===== config.mk =====
export PLATFORM = sky130hd
export DESIGN_NAME = double_ended_stack_allocator_unit
export DESIGN_NICKNAME = d
export VERILOG_FILES = /design/src/rtl/desa_pkg.sv /design/src/rtl/desa_ram.sv /design/src/rtl/double_ended_stack_allocator_unit.sv
export SDC_FILE = /design/constraint.sdc
export NUM_CORES = 2
export LEC_CHECK = 0
export ABC_AREA = 1
export BUFFER_PORTS_ARGS = -buffer_cell sky130_fd_sc_hd__buf_2
export CELL_PAD_IN_SITES_DETAIL_PLACEMENT = 1
export CELL_PAD_IN_SITES_GLOBAL_PLACEMENT = 1
export CORE_UTILIZATION = 35
export CTS_CLUSTER_DIAMETER = 100
export DETAILED_ROUTE_END_ITERATION = 10
export PLACE_DENSITY_LB_ADDON = 0.1
export SYNTH_ARGS = -nofsm -noshare
export SYNTH_HDL_FRONTEND = slang
export SYNTH_SLANG_ARGS = --single-unit

===== constraint.sdc =====
create_clock -name clock -period 15.6 [get_ports clock]
set_input_delay 0.78 -clock clock [delete_from_list [all_inputs] [get_ports clock]]
set_output_delay 0.78 -clock clock [all_outputs]
set_load 0.005 [all_outputs]

===== src/rtl/desa_pkg.sv =====
// desa_pkg: shared constants, codes and types for the double-ended stack allocator.
// Depends on nothing; imported by the allocator top level.
`timescale 1ns / 1ps
package desa_pkg;

   // parameter defaults
   localparam int MARKS_PER_SIDE_DEF = 32;
   localparam int POS_WIDTH_DEF      = 32;
   localparam int TAG_BITS_DEF       = 16;

   localparam int SIDES = 2;

   // port field widths
   localparam int MODE_W   = 2;
   localparam int TAG_W    = 16;
   localparam int SIZE_W   = 32;
   localparam int ALIGN_W  = 5;
   localparam int ADDR_W   = 32;
   localparam int STATUS_W = 3;
   localparam int CSR_W    = 32;

   localparam logic [CSR_W-1:0] TOTAL_SIZE_RESET = 32'h2000_0000;

   typedef logic [MODE_W-1:0]   mode_type;
   typedef logic [STATUS_W-1:0] status_type;

   localparam mode_type MODE_BEGIN = 2'd0;
   localparam mode_type MODE_END   = 2'd1;
   localparam mode_type MODE_ALLOC = 2'd2;
   localparam mode_type MODE_FREE  = 2'd3;

   localparam status_type STAT_OK           = 3'd0;
   localparam status_type STAT_OOM          = 3'd1;
   localparam status_type STAT_LIST_FULL    = 3'd2;
   localparam status_type STAT_MARK_OPEN    = 3'd3;
   localparam status_type STAT_TAG_MISMATCH = 3'd4;
   localparam status_type STAT_NOT_NEWEST   = 3'd5;
   localparam status_type STAT_NOT_FOUND    = 3'd6;
   localparam status_type STAT_NO_OPEN      = 3'd7;

endpackage


===== src/rtl/desa_ram.sv =====
// desa_ram: generic single-write, single-read RAM with registered read data.
// Self-contained; instanced once per side for the mark list.
`timescale 1ns / 1ps
module desa_ram #(
   parameter int  WIDTH = 8,
   parameter int  DEPTH = 16,
   localparam int AW    = $clog2(DEPTH)
) (
   input  logic             clock,
   input  logic             wr_en,
   input  logic [AW-1:0]    wr_addr,
   input  logic [WIDTH-1:0] wr_data,
   input  logic [AW-1:0]    rd_addr,
   output logic [WIDTH-1:0] rd_data
);

   logic [WIDTH-1:0] mem_ff [DEPTH];
   logic [WIDTH-1:0] rd_data_ff;

   always_ff @(posedge clock) begin
      if (wr_en) begin
         mem_ff[wr_addr] <= wr_data;
      end
      rd_data_ff <= mem_ff[rd_addr];
   end

   assign rd_data = rd_data_ff;

endmodule


===== src/rtl/double_ended_stack_allocator_unit.sv =====
// double_ended_stack_allocator_unit: two-ended arena allocator with tagged marks.
// Depends on desa_pkg and desa_ram (one mark-list RAM per side).
`timescale 1ns / 1ps
//
// Usage
//  - Request channel (req_*): mode, side, tag, alloc_size, align_log2 under
//    valid/ready. One request is worked on at a time; req_ready is low while
//    the sequencer is busy with it.
//  - Response channel (rsp_*): one response per request, address and status,
//    held in an output register until rsp_ready. A new request may be taken
//    while the previous response still waits; the next one parks in the
//    output step until the register frees up.
//  - csr_wr_en/csr_wr_data write total_size and reinitialise the arena: the
//    low side goes to zero, the high side to total_size, all marks drop.
//  - Steps per request: begin and end mark go from accept straight to the
//    output step, allocate passes the allocate step first, free by tag
//    scans the mark RAMs up to the larger mark count of the two sides, one
//    entry per cycle on both sides at once, then checks and runs the pop
//    walk over the live bits, one mark per cycle, past already freed marks.
//  - Reset (synchronous) restores total_size to its default, empties both
//    mark lists and drops any pending response. The mark RAM contents are
//    never cleared: an entry is only used after it has been written.
//
module double_ended_stack_allocator_unit #(
   parameter int MARKS_PER_SIDE = desa_pkg::MARKS_PER_SIDE_DEF,
   parameter int POS_WIDTH      = desa_pkg::POS_WIDTH_DEF,
   parameter int TAG_BITS       = desa_pkg::TAG_BITS_DEF
) (
   input  logic                           clock,
   input  logic                           reset,
   // request channel
   input  logic                           req_valid,
   output logic                           req_ready,
   input  logic [desa_pkg::MODE_W-1:0]    req_mode,
   input  logic                           req_side,
   input  logic [desa_pkg::TAG_W-1:0]     req_tag,
   input  logic [desa_pkg::SIZE_W-1:0]    req_alloc_size,
   input  logic [desa_pkg::ALIGN_W-1:0]   req_align_log2,
   // response channel
   output logic                           rsp_valid,
   input  logic                           rsp_ready,
   output logic [desa_pkg::ADDR_W-1:0]    rsp_address,
   output logic [desa_pkg::STATUS_W-1:0]  rsp_status,
   // configuration
   input  logic                           csr_wr_en,
   input  logic [desa_pkg::CSR_W-1:0]     csr_wr_data
);

   import desa_pkg::*;

   localparam int PW = POS_WIDTH;
   localparam int TW = TAG_BITS;
   localparam int IW = $clog2(MARKS_PER_SIDE);
   localparam int CW = $clog2(MARKS_PER_SIDE + 1);
   localparam int EW = ((PW > ADDR_W) ? PW : ADDR_W) + 2;   // exact sum width
   localparam int RW = TW + PW;                              // {tag, position}

   localparam logic [CW-1:0] MarksCnt = CW'(MARKS_PER_SIDE);
   localparam logic [EW-1:0] OneE     = EW'(1);

   // sequencer states
   localparam logic [2:0] ST_IDLE  = 3'd0;
   localparam logic [2:0] ST_ALLOC = 3'd1;
   localparam logic [2:0] ST_SCAN  = 3'd2;
   localparam logic [2:0] ST_CHECK = 3'd3;
   localparam logic [2:0] ST_POP   = 3'd4;
   localparam logic [2:0] ST_POPRD = 3'd5;
   localparam logic [2:0] ST_OUT   = 3'd6;

   // ---------------------------------------------------------------- state
   logic [2:0]          state_ff, state_in;
   logic [PW-1:0]       low_pos_ff, low_pos_in;
   logic [PW-1:0]       high_pos_ff, high_pos_in;
   logic [MARKS_PER_SIDE-1:0] live_ff [SIDES];
   logic [MARKS_PER_SIDE-1:0] live_in [SIDES];
   logic [CW-1:0]       cnt_ff [SIDES];
   logic [CW-1:0]       cnt_in [SIDES];
   logic [SIDES-1:0]    open_ff, open_in;
   logic [TW-1:0]       open_tag_ff [SIDES];
   logic [TW-1:0]       open_tag_in [SIDES];

   // request being worked on
   logic                op_side_ff, op_side_in;
   logic [TW-1:0]       op_tag_ff, op_tag_in;
   logic [SIZE_W-1:0]   op_size_ff, op_size_in;
   logic [EW-1:0]       op_amask_ff, op_amask_in;
   logic [EW-1:0]       acc_ff, acc_in;

   // pending result
   status_type          res_status_ff, res_status_in;
   logic                res_have_ff, res_have_in;
   logic [ADDR_W-1:0]   res_addr_ff, res_addr_in;

   // free-by-tag scan and pop walk
   logic [CW-1:0]       scan_idx_ff, scan_idx_in;
   logic                cmp_vld_ff, cmp_vld_in;
   logic [IW-1:0]       cmp_idx_ff, cmp_idx_in;
   logic [SIDES-1:0]    found_ff, found_in;
   logic [IW-1:0]       fidx_ff [SIDES];
   logic [IW-1:0]       fidx_in [SIDES];
   logic [SIDES-1:0]    pop_act_ff, pop_act_in;
   logic [IW-1:0]       pop_cnt_ff [SIDES];
   logic [IW-1:0]       pop_cnt_in [SIDES];

   // output register
   logic                rsp_valid_ff, rsp_valid_in;
   logic [ADDR_W-1:0]   rsp_address_ff, rsp_address_in;
   status_type          rsp_status_ff, rsp_status_in;

   // mark RAM ports
   logic [SIDES-1:0]    ram_we;
   logic [IW-1:0]       ram_waddr;
   logic [RW-1:0]       ram_wdata;
   logic [IW-1:0]       ram_raddr [SIDES];
   logic [RW-1:0]       ram_rdata [SIDES];

   // ---------------------------------------------------------------- helpers
   logic                req_acc;
   logic [TW+TAG_W-1:0] tag_ext;
   logic [TW-1:0]       tag_eff;
   logic [PW+CSR_W-1:0] csr_ext, rst_ext;
   logic [PW-1:0]       csr_size, rst_size;
   logic [PW-1:0]       req_pos;
   logic [EW-1:0]       low_e, high_e, req_size_e, op_size_e, amask_req;
   logic [EW-1:0]       alc_start, alc_end;
   logic [PW+ADDR_W-1:0] side_pos_ext;
   logic [CW-1:0]       max_cnt;
   logic [CW+IW-1:0]    cmp_ext;
   logic [SIDES-1:0]    hit;
   logic [SIDES-1:0]    pop_step;
   logic [CW+IW-1:0]    fidx_ext [SIDES];
   logic [CW+IW-1:0]    pop_ext [SIDES];
   status_type          chk_status;
   logic [SIDES-1:0]    top_live_ok;

   assign req_ready = (state_ff == ST_IDLE);
   assign req_acc   = req_valid && req_ready;

   // tag masked to TAG_BITS, total size masked or widened to POS_WIDTH
   assign tag_ext  = {{TW{1'b0}}, req_tag};
   assign tag_eff  = tag_ext[TW-1:0];
   assign csr_ext  = {{PW{1'b0}}, csr_wr_data};
   assign csr_size = csr_ext[PW-1:0];
   assign rst_ext  = {{PW{1'b0}}, TOTAL_SIZE_RESET};
   assign rst_size = rst_ext[PW-1:0];

   assign req_pos    = req_side ? high_pos_ff : low_pos_ff;
   assign low_e      = {{(EW-PW){1'b0}}, low_pos_ff};
   assign high_e     = {{(EW-PW){1'b0}}, high_pos_ff};
   assign req_size_e = {{(EW-SIZE_W){1'b0}}, req_alloc_size};
   assign op_size_e  = {{(EW-SIZE_W){1'b0}}, op_size_ff};
   assign amask_req  = (OneE << req_align_log2) - OneE;

   // second allocate step: align the first-step sum, then extend by the size
   assign alc_start = acc_ff & ~op_amask_ff;
   assign alc_end   = alc_start + op_size_e;

   assign side_pos_ext = {{ADDR_W{1'b0}}, (op_side_ff ? high_pos_ff : low_pos_ff)};

   assign max_cnt = (cnt_ff[0] > cnt_ff[1]) ? cnt_ff[0] : cnt_ff[1];
   assign cmp_ext = {{CW{1'b0}}, cmp_idx_ff};

   always_comb begin
      for (int s = 0; s < SIDES; s++) begin
         hit[s] = (cmp_ext[CW-1:0] < cnt_ff[s]) && live_ff[s][cmp_idx_ff]
                  && (ram_rdata[s][RW-1:PW] == op_tag_ff);
         fidx_ext[s] = {{CW{1'b0}}, fidx_ff[s]};
         pop_ext[s]  = {{CW{1'b0}}, pop_cnt_ff[s]};
         // step down past marks that were freed out of order earlier
         pop_step[s] = pop_act_ff[s] && (pop_cnt_ff[s] != '0)
                       && !live_ff[s][pop_cnt_ff[s] - IW'(1)];
         ram_raddr[s] = (state_ff == ST_SCAN) ? scan_idx_ff[IW-1:0] : pop_cnt_ff[s];
      end
   end

   // free check: low side first, first error wins
   always_comb begin
      chk_status = STAT_OK;
      for (int s = 0; s < SIDES; s++) begin
         if (found_ff[s] && (chk_status == STAT_OK)) begin
            if (open_ff[s]) begin
               chk_status = STAT_MARK_OPEN;
            end else if (fidx_ext[s][CW-1:0] + CW'(1) != cnt_ff[s]) begin
               chk_status = STAT_NOT_NEWEST;
            end
         end
      end
      if (found_ff == '0) begin
         chk_status = STAT_NOT_FOUND;
      end
   end

   // ---------------------------------------------------------------- sequencer
   always_comb begin
      state_in       = state_ff;
      low_pos_in     = low_pos_ff;
      high_pos_in    = high_pos_ff;
      live_in        = live_ff;
      cnt_in         = cnt_ff;
      open_in        = open_ff;
      open_tag_in    = open_tag_ff;
      op_side_in     = op_side_ff;
      op_tag_in      = op_tag_ff;
      op_size_in     = op_size_ff;
      op_amask_in    = op_amask_ff;
      acc_in         = acc_ff;
      res_status_in  = res_status_ff;
      res_have_in    = res_have_ff;
      res_addr_in    = res_addr_ff;
      scan_idx_in    = scan_idx_ff;
      cmp_vld_in     = cmp_vld_ff;
      cmp_idx_in     = cmp_idx_ff;
      found_in       = found_ff;
      fidx_in        = fidx_ff;
      pop_act_in     = pop_act_ff;
      pop_cnt_in     = pop_cnt_ff;
      rsp_valid_in   = rsp_valid_ff;
      rsp_address_in = rsp_address_ff;
      rsp_status_in  = rsp_status_ff;
      ram_we         = '0;
      ram_waddr      = cnt_ff[req_side][IW-1:0];
      ram_wdata      = {tag_eff, req_pos};

      // drop the response once taken
      if (rsp_valid_ff && rsp_ready) begin
         rsp_valid_in = 1'b0;
      end

      unique case (state_ff)
         ST_IDLE: begin
            if (req_valid) begin
               op_side_in    = req_side;
               op_tag_in     = tag_eff;
               op_size_in    = req_alloc_size;
               op_amask_in   = amask_req;
               res_status_in = STAT_OK;
               res_have_in   = 1'b0;
               state_in      = ST_OUT;
               unique case (req_mode)
                  MODE_BEGIN: begin
                     if (open_ff[req_side]) begin
                        res_status_in = STAT_MARK_OPEN;
                     end else if (cnt_ff[req_side] >= MarksCnt) begin
                        res_status_in = STAT_LIST_FULL;
                     end else begin
                        // push tag and position, open the mark
                        ram_we[req_side]                         = 1'b1;
                        live_in[req_side][cnt_ff[req_side][IW-1:0]] = 1'b1;
                        cnt_in[req_side]      = cnt_ff[req_side] + CW'(1);
                        open_in[req_side]     = 1'b1;
                        open_tag_in[req_side] = tag_eff;
                     end
                  end
                  MODE_END: begin
                     if (!open_ff[req_side]) begin
                        res_status_in = STAT_NO_OPEN;
                     end else if (open_tag_ff[req_side] != tag_eff) begin
                        res_status_in = STAT_TAG_MISMATCH;
                     end else begin
                        open_in[req_side] = 1'b0;
                     end
                  end
                  MODE_ALLOC: begin
                     // low side: position plus alignment slack; high side:
                     // position minus size, borrow in the top bit
                     acc_in   = req_side ? (high_e - req_size_e) : (low_e + amask_req);
                     state_in = ST_ALLOC;
                  end
                  MODE_FREE: begin
                     scan_idx_in = '0;
                     cmp_vld_in  = 1'b0;
                     found_in    = '0;
                     state_in    = ST_SCAN;
                  end
               endcase
            end
         end

         ST_ALLOC: begin
            state_in = ST_OUT;
            if (!op_side_ff) begin
               if (alc_end > high_e) begin
                  res_status_in = STAT_OOM;
               end else begin
                  low_pos_in  = alc_end[PW-1:0];
                  res_have_in = 1'b1;
                  res_addr_in = alc_start[ADDR_W-1:0];
               end
            end else begin
               if (acc_ff[EW-1] || (alc_start < low_e)) begin
                  res_status_in = STAT_OOM;
               end else begin
                  high_pos_in = alc_start[PW-1:0];
                  res_have_in = 1'b1;
                  res_addr_in = alc_start[ADDR_W-1:0];
               end
            end
         end

         ST_SCAN: begin
            // issue one read per cycle on both sides, compare in the next cycle
            if (scan_idx_ff < max_cnt) begin
               cmp_vld_in  = 1'b1;
               cmp_idx_in  = scan_idx_ff[IW-1:0];
               scan_idx_in = scan_idx_ff + CW'(1);
            end else begin
               cmp_vld_in = 1'b0;
               if (!cmp_vld_ff) begin
                  state_in = ST_CHECK;
               end
            end
            if (cmp_vld_ff) begin
               for (int s = 0; s < SIDES; s++) begin
                  if (!found_ff[s] && hit[s]) begin
                     found_in[s] = 1'b1;
                     fidx_in[s]  = cmp_idx_ff;
                  end
               end
            end
         end

         ST_CHECK: begin
            if (chk_status != STAT_OK) begin
               res_status_in = chk_status;
               state_in      = ST_OUT;
            end else begin
               for (int s = 0; s < SIDES; s++) begin
                  if (found_ff[s]) begin
                     live_in[s][fidx_ff[s]] = 1'b0;
                  end
                  pop_cnt_in[s] = fidx_ff[s];
               end
               pop_act_in = found_ff;
               state_in   = ST_POP;
            end
         end

         ST_POP: begin
            for (int s = 0; s < SIDES; s++) begin
               if (pop_step[s]) begin
                  pop_cnt_in[s] = pop_cnt_ff[s] - IW'(1);
               end
            end
            // read address already points at the final entry when no side steps
            if (pop_step == '0) begin
               state_in = ST_POPRD;
            end
         end

         ST_POPRD: begin
            for (int s = 0; s < SIDES; s++) begin
               if (pop_act_ff[s]) begin
                  cnt_in[s] = pop_ext[s][CW-1:0];
               end
            end
            if (pop_act_ff[0]) begin
               low_pos_in = ram_rdata[0][PW-1:0];
            end
            if (pop_act_ff[1]) begin
               high_pos_in = ram_rdata[1][PW-1:0];
            end
            pop_act_in    = '0;
            res_status_in = STAT_OK;
            state_in      = ST_OUT;
         end

         ST_OUT: begin
            // hold until the output register is free
            if (!rsp_valid_ff || rsp_ready) begin
               rsp_valid_in   = 1'b1;
               rsp_status_in  = res_status_ff;
               rsp_address_in = res_have_ff ? res_addr_ff : side_pos_ext[ADDR_W-1:0];
               state_in       = ST_IDLE;
            end
         end

         default: begin
            state_in = ST_IDLE;
         end
      endcase

      // total_size write reinitialises the arena (user issues it only while idle; not enforced here)
      if (csr_wr_en) begin
         low_pos_in  = '0;
         high_pos_in = csr_size;
         open_in     = '0;
         for (int s = 0; s < SIDES; s++) begin
            live_in[s]     = '0;
            cnt_in[s]      = '0;
            open_tag_in[s] = '0;
         end
      end
   end

   // control registers
   always_ff @(posedge clock) begin
      if (reset) begin
         state_ff     <= ST_IDLE;
         low_pos_ff   <= '0;
         high_pos_ff  <= rst_size;
         open_ff      <= '0;
         cmp_vld_ff   <= 1'b0;
         found_ff     <= '0;
         pop_act_ff   <= '0;
         rsp_valid_ff <= 1'b0;
         for (int s = 0; s < SIDES; s++) begin
            live_ff[s]     <= '0;
            cnt_ff[s]      <= '0;
            open_tag_ff[s] <= '0;
         end
      end else begin
         state_ff     <= state_in;
         low_pos_ff   <= low_pos_in;
         high_pos_ff  <= high_pos_in;
         open_ff      <= open_in;
         cmp_vld_ff   <= cmp_vld_in;
         found_ff     <= found_in;
         pop_act_ff   <= pop_act_in;
         rsp_valid_ff <= rsp_valid_in;
         live_ff      <= live_in;
         cnt_ff       <= cnt_in;
         open_tag_ff  <= open_tag_in;
      end
   end

   // payload registers
   always_ff @(posedge clock) begin
      op_side_ff     <= op_side_in;
      op_tag_ff      <= op_tag_in;
      op_size_ff     <= op_size_in;
      op_amask_ff    <= op_amask_in;
      acc_ff         <= acc_in;
      res_status_ff  <= res_status_in;
      res_have_ff    <= res_have_in;
      res_addr_ff    <= res_addr_in;
      scan_idx_ff    <= scan_idx_in;
      cmp_idx_ff     <= cmp_idx_in;
      fidx_ff        <= fidx_in;
      pop_cnt_ff     <= pop_cnt_in;
      rsp_address_ff <= rsp_address_in;
      rsp_status_ff  <= rsp_status_in;
   end

   // one mark list per side: {tag, position at mark begin}
   for (genvar g = 0; g < SIDES; g++) begin : g_side
      desa_ram #(
         .WIDTH (RW),
         .DEPTH (MARKS_PER_SIDE)
      ) u_mark_ram (
         .clock   (clock),
         .wr_en   (ram_we[g]),
         .wr_addr (ram_waddr),
         .wr_data (ram_wdata),
         .rd_addr (ram_raddr[g]),
         .rd_data (ram_rdata[g])
      );
      assign top_live_ok[g] = (cnt_ff[g] == '0) || live_ff[g][cnt_ff[g][IW-1:0] - IW'(1)];
   end

   assign rsp_valid   = rsp_valid_ff;
   assign rsp_address = rsp_address_ff;
   assign rsp_status  = rsp_status_ff;

   // ---------------------------------------------------------------- assertions
   a_open_has_mark: assert property (@(posedge clock) disable iff (reset)
      !(open_ff[0] && (cnt_ff[0] == '0)) && !(open_ff[1] && (cnt_ff[1] == '0)))
      else $error("open mark on a side with an empty mark list");

   a_top_live: assert property (@(posedge clock) disable iff (reset)
      (state_ff == ST_IDLE) |-> (top_live_ok == 2'b11))
      else $error("newest mark of a side is not live while idle");

   a_busy_after_accept: assert property (@(posedge clock) disable iff (reset)
      req_acc |=> !req_ready)
      else $error("request taken while the previous one is still in progress");

   a_rsp_from_out: assert property (@(posedge clock) disable iff (reset)
      $rose(rsp_valid) |-> $past(state_ff == ST_OUT))
      else $error("response raised outside the output step");

endmodule


# After elaboration in Yosys (flattened, before gate mapping)

Memories as Yosys holds them, arrays and structs flattened. A register that Yosys moved wholly into a read port is not among the register bits.
Cells that the tools add are included.

Output and inout port bits: 37
Input bits: 93
Memories: 2
Bits in registers: 402
Memory bits (writable): 3072
Word-level logic and storage cells: 329

$add $sub $neg: 10
Bitwise gates (word level): 13
Shifts and indexed selects: 1
Equality and inequality tests: 50
Magnitude comparators: 20
Reduce and logical (&&, ||, !) cells: 69
Muxes and demuxes: 133

Memory list:

| name                        | words | bits a word | read ports | clocked after Yosys merged registers in | wr ports | line           | source |
|---|---|---|---|---|---|---|---|
| g_side[0].u_mark_ram.mem_ff | 32    | 48          | 1          | 1                                       | 1        | desa_ram.sv:17 | `logic [WIDTH-1:0] mem_ff [DEPTH];` |
| g_side[1].u_mark_ram.mem_ff | 32    | 48          | 1          | 1                                       | 1        | desa_ram.sv:17 |  |

Operators with widths:

| cell                                                        | count |
|---|---|
| 2-to-1 mux 32 bit                                           | 15 |
| 2-to-1 mux 64 bit                                           | 5 |
| one-hot mux 32 bit (2 select lines)                         | 2 |
| one-hot mux 64 bit (2 select lines)                         | 1 |
| AND 32 bit                                                  | 2 |
| 2-to-1 mux 16 bit                                           | 4 |
| NOT 32 bit                                                  | 2 |
| OR 64 bit                                                   | 1 |
| 2-to-1 mux 6 bit                                            | 10 |
| 2-to-1 mux 3 bit                                            | 19 |
| 2-to-1 mux 12 bit                                           | 4 |
| inequality test 2 bit (second input constant)               | 24 |
| less-than comparator 5 x 6 -> 1 bit (second input constant) | 6 |
| adder 32 x 34 -> 34 bit                                     | 1 |
| adder 34 x 32 -> 34 bit                                     | 1 |
| AND 34 bit                                                  | 1 |
| greater-than comparator 34 x 32 -> 1 bit                    | 1 |
| less-than comparator 34 x 32 -> 1 bit                       | 1 |
| 2-to-1 mux 34 bit                                           | 1 |
| NOT 34 bit                                                  | 1 |
| left shift 1 x 5 -> 34 bit (first input constant)           | 1 |
| subtractor 34 x 1 -> 34 bit (second input constant)         | 1 |
| subtractor 32 x 32 -> 33 bit                                | 1 |
| bitwise mux 32 bit                                          | 1 |
| other kinds (62)                                            | 190 |

# Longest topological paths before layout

Depth after elaboration: 16
Mapped depth: 35

# Hierarchy

A second synthesis with hierarchy kept.

Cell total of the unflattened synthesis: 14834
Area total of the unflattened synthesis: 155242.6 sq um

By module, submodules not included:

| module                            | sequential area each (sq um) | area each (sq um) | cells an instance | instances |
|---|---|---|---|---|
| desa_ram                          | 47085.2                      | 62969.1           | 5279              | 2 |
| double_ended_stack_allocator_unit | 10239.8                      | 29304.4           | 4276              | 1 |

# Least setup slack after synthesis

No wires, ideal clock.

Kind: in2reg
Start point: input port req_valid
End point: register acc_ff[0] (enable)
Setup time: 0.425 ns
Cell stages on the path: 4
Path slack: 8.848 ns
Arrival time: 6.327 ns
Path through: inv_1 > nor2_1 > inv_1 > nor2_1

Cells in the longest elaborated chain, start to end: 1

RTL lines:

| element                       | line                                     | source |
|---|---|---|
| from (decl)                   | double_ended_stack_allocator_unit.sv:32  | `input logic req_valid,` |
| AND reduction 3 bit (no line) | -                                        |  |
| to (signal assigned)          | double_ended_stack_allocator_unit.sv:432 | `acc_ff <= acc_in;` |
| to (decl)                     | double_ended_stack_allocator_unit.sv:87  | `logic [EW-1:0] acc_ff, acc_in;` |

No other way between the ends.
A chain may end at the register's enable or synchronous reset.

# Worst setup path in the final report

Start point: register op_amask_ff[15]
End point: register res_status_ff[2] (enable)

Cells in the longest elaborated chain, start to end: 6
Elaborated cells between the ends (all ways): 9

RTL lines:

| element                                                                          | line                                                                               | source |
|---|---|---|
| from (decl)                                                                      | double_ended_stack_allocator_unit.sv:86                                            | `logic [EW-1:0] op_amask_ff, op_amask_in;` |
| from (signal assigned)                                                           | double_ended_stack_allocator_unit.sv:431                                           | `op_amask_ff <= op_amask_in;` |
| NOT 34 bit *                                                                     | double_ended_stack_allocator_unit.sv:155                                           | `assign alc_start = acc_ff & ~op_amask_ff;` |
| AND 34 bit *                                                                     | double_ended_stack_allocator_unit.sv:155                                           |  |
| net alc_start[15]                                                                | double_ended_stack_allocator_unit.sv:125                                           | `logic [EW-1:0] alc_start, alc_end;` |
| adder 34 x 32 -> 34 bit or less-than comparator 34 x 32 -> 1 bit (tied branches) | double_ended_stack_allocator_unit.sv:156, double_ended_stack_allocator_unit.sv:290 |  |
| greater-than comparator 34 x 32 -> 1 bit or logical OR 1 bit (tied branches)     | double_ended_stack_allocator_unit.sv:282, double_ended_stack_allocator_unit.sv:290 |  |
| inequality test 3 bit (no line)                                                  | -                                                                                  |  |
| AND reduction 5 bit (no line) *                                                  | -                                                                                  |  |
| to (signal assigned)                                                             | double_ended_stack_allocator_unit.sv:433                                           | `res_status_ff <= res_status_in;` |
| to (decl)                                                                        | double_ended_stack_allocator_unit.sv:90                                            | `status_type res_status_ff, res_status_in;` |

Mark *: on every way through the listed nets, which the timed path passes. The rest lies on a longest branch.

==> flow_summary.json <==
{
  "status": "completed",
  "crit_fanout": 33,
  "fin_tns_setup_ns": 0,
  "final_cell_mix": "3291 x edfxtp_1, 1925 x nor2_1, 1208 x o21ai_0, 921 x nand2_1, 562 x mux2i_1",
  "maxSlewViolCount": 0,
  "first_iter_violations": 9182,
  "io-pin-count": 130,
  "numCtsBuffers": 403,
  "worstPathArrival_ns": 6.61,
  "dp_hpwl_mm": 340,
  "grt_pass1_vias": 104000,
  "cts_setup_buffers": 0,
  "fin_crit_ns": 5.96,
  "layout-drive-gt1-share_pct": 9.84,
  "instances_no_fill": 18200,
  "core_area_um2": 427000,
  "rsz0062_at_grt": "no",
  "rows": 240,
  "antenna_found_initial": 34,
  "critPathLaunchType": "flop",
  "ys_async_sr_fraction_pct": 0,
  "final_nets": 12400,
  "required_ns": 16.25,
  "grt_usage_pct": 25.4,
  "maxCapViolCount": 0,
  "irDropWorstVdd_uv": 94.1,
  "htreeDepth": 5,
  "dieArea_um2": 432000,
  "drcViolationCount": 0,
  "ys_ff_latch": 3570,
  "final_hold_viol_count": 0,
  "p_leak_nw": 59.1,
  "critPathSlowestCell": "nor2_1",
  "synth_ff_type": "edfxtp_1",
  "die_x_um": 657,
  "yosysUniqueCellTypes": 62,
  "fin_crit_sh_pct": 38.2,
  "gp_congestion": 0.875,
  "grt_max_degree": 171,
  "viasPerCell": 5.64,
  "initial_core_util_pct": 35.2,
  "synthCells": 12000,
  "overflow": 0,
  "final_antenna_net_count": 0,
  "area_growth_pct": 14.5,
  "yosysSeqAreaShare_pct": 69.5,
  "synth_area_per_cell_um2": 12.5,
  "synth_warnings": 0,
  "hold_path_class": "input port to flop",
  "final-setup-viol-count": 0,
  "cts_buffer_depth": 4,
  "synth_edf_count": 3291,
  "cts_tree": "yes",
  "utilization_pct": 40.3,
  "portBuffers": 129,
  "cpMostUsedCell": "nand2_1",
  "cts_sinks": 3570,
  "synth_area_um2": 150000,
  "vias": 102000,
  "routed_wl_mm": 565,
  "endpoint_kind": "flop",
  "clock_latency_ns": 0.98,
  "dpl.cell_count": 17400,
  "root_buffer": "clkbuf_16",
  "grt_pass1_wl_mm": 792,
  "cts.clk_slew.worst_paths_ns": 0.07,
  "final_common_cell": "edfxtp_1",
  "path_class": "flop to flop",
  "fin_skew_ns": 0.0590,
  "relSlewSlack_pct": 17.0,
  "drtPass1Iterations": 5,
  "p_per_area_nw_per_um2": 166,
  "die_h_um": 657,
  "critPathMaxStageDelay_ns": 0.69,
  "worstMarginPinSlew_ns": 1.24,
  "wl_per_cell_um": 31.1,
  "fmax_mhz": 168
}
cell usage after synthesis (all sizes together) (9+ instances only):
cell,number,area [um2]
a211oi,37,278
o22ai,75,469
xnor2,18,158
dfxtp,279,5590
clkbuf,511,1930
a21o,10,75.1
o221ai,493,4320
a31oi,141,882
xor2,59,517
buf,234,1400
nand4,49,307
a21oi,374,1880
a21boi,12,90.1
or2,20,125
o21a,13,97.6
nand3,317,1610
inv,528,1980
edfxtp,3291,98800
ha,183,2290
and2,9,56.3
o211ai,155,1160
mux2i,562,5630
nor2,2005,7570
o32ai,214,1870
nand2,936,3560
o21ai,1348,6760
nand3b,22,165
nor3,46,240
report_power, final:
group / leakage (nW) / internal [mW] / total, mW / switching, mW
clock network: 6.71 / 5.84 / 9.88 / 4.04
logic: 20.0 / 2.04 / 7.36 / 5.32
registers: 32.3 / 11.0 / 11.3 / 0.376
total: 59.1 / 18.8 / 28.6 / 9.73
worst paths after layout:
check,start,to,slack [ns],cells after the start
setup reg to reg,op_amask_ff[15],res_status_ff[2],9.64,25
hold reg to reg,res_status_ff[1],rsp_status[1],0.45,0
setup / recovery,op_amask_ff[15],res_status_ff[2],9.64,25
hold / removal,req_alloc_size[16],op_size_ff[16],0.10,1
layer usage:
layer / routed length, um / share of wire [%] / track usage (%)
met5: 0 / 0 / 0
met4: 14200 / 2.5 / 6.16
met3: 29000 / 5.1 / 2.98
met2: 262000 / 46 / 41.2
met1: 260000 / 46 / 36.4
stage by stage:
step | worst slack (ns) | instance area (um2) | hold slack, ns | power [mW]
3_3_place_gp | 8.94 | 158000 | 0.453 | 18.7
4_1_cts | 9.51 | 172000 | 0.00182 | 28.8
6_report | 9.64 | 172000 | 0.100 | 28.6
3_5_place_dp | 8.94 | 158000 | 0.454 | 18.9
2_1_floorplan | 8.85 | 150000 | 0.400 | 15.9
5_1_grt | 9.09 | 172000 | 0.0661 | 29.7
cells by family after synthesis:
kind of cell / synth area share (%)
AO/OA/AOI/OAI: 12.1
adder cells (fa/ha/maj): 1.56
buffers and inverters: 3.55
XOR/XNOR: 0.449
other: 0.00250
AND/OR/NAND/NOR: 9.13
flip-flops: 69.5
multiplexers: 3.74
repair_timing:
item | CTS | global route
endpoints found under the hold margin | 26 | 0
resized for setup | 0 | 0
hold buffers | 26 | 0
cell type report:
cell class,count,area (um2)
diodes,15,37.5
clock buffers,522,11000
clock inverters,233,2670
fillers,44200,255000
inverters,534,2060
multi-input cells,7147,41500
flip-flops and latches,3570,104000
well taps,5687,7120
repair buffers,445,3230
registers in the layout, summed over array words and instances (netlist names), 34 cells and up, named ones only:
register,flops
g_side.u_mark_ram.rd_data,96
acc_ff,34
op_amask_ff,34
live_ff,64
g_side.u_mark_ram.mem_ff,3072
critical path: cells and delay by family (launching register included):
| kind | cells | cell delay, ns |
|---|---|---|
| adders and majority gates | 2 | 0.76 |
| buffers and inverters | 1 | 0.22 |
| DFF | 1 | 0.36 |
| and+or+nand+nor | 22 | 4.28 |
Note: power is estimated with default switching activity, not from simulation.
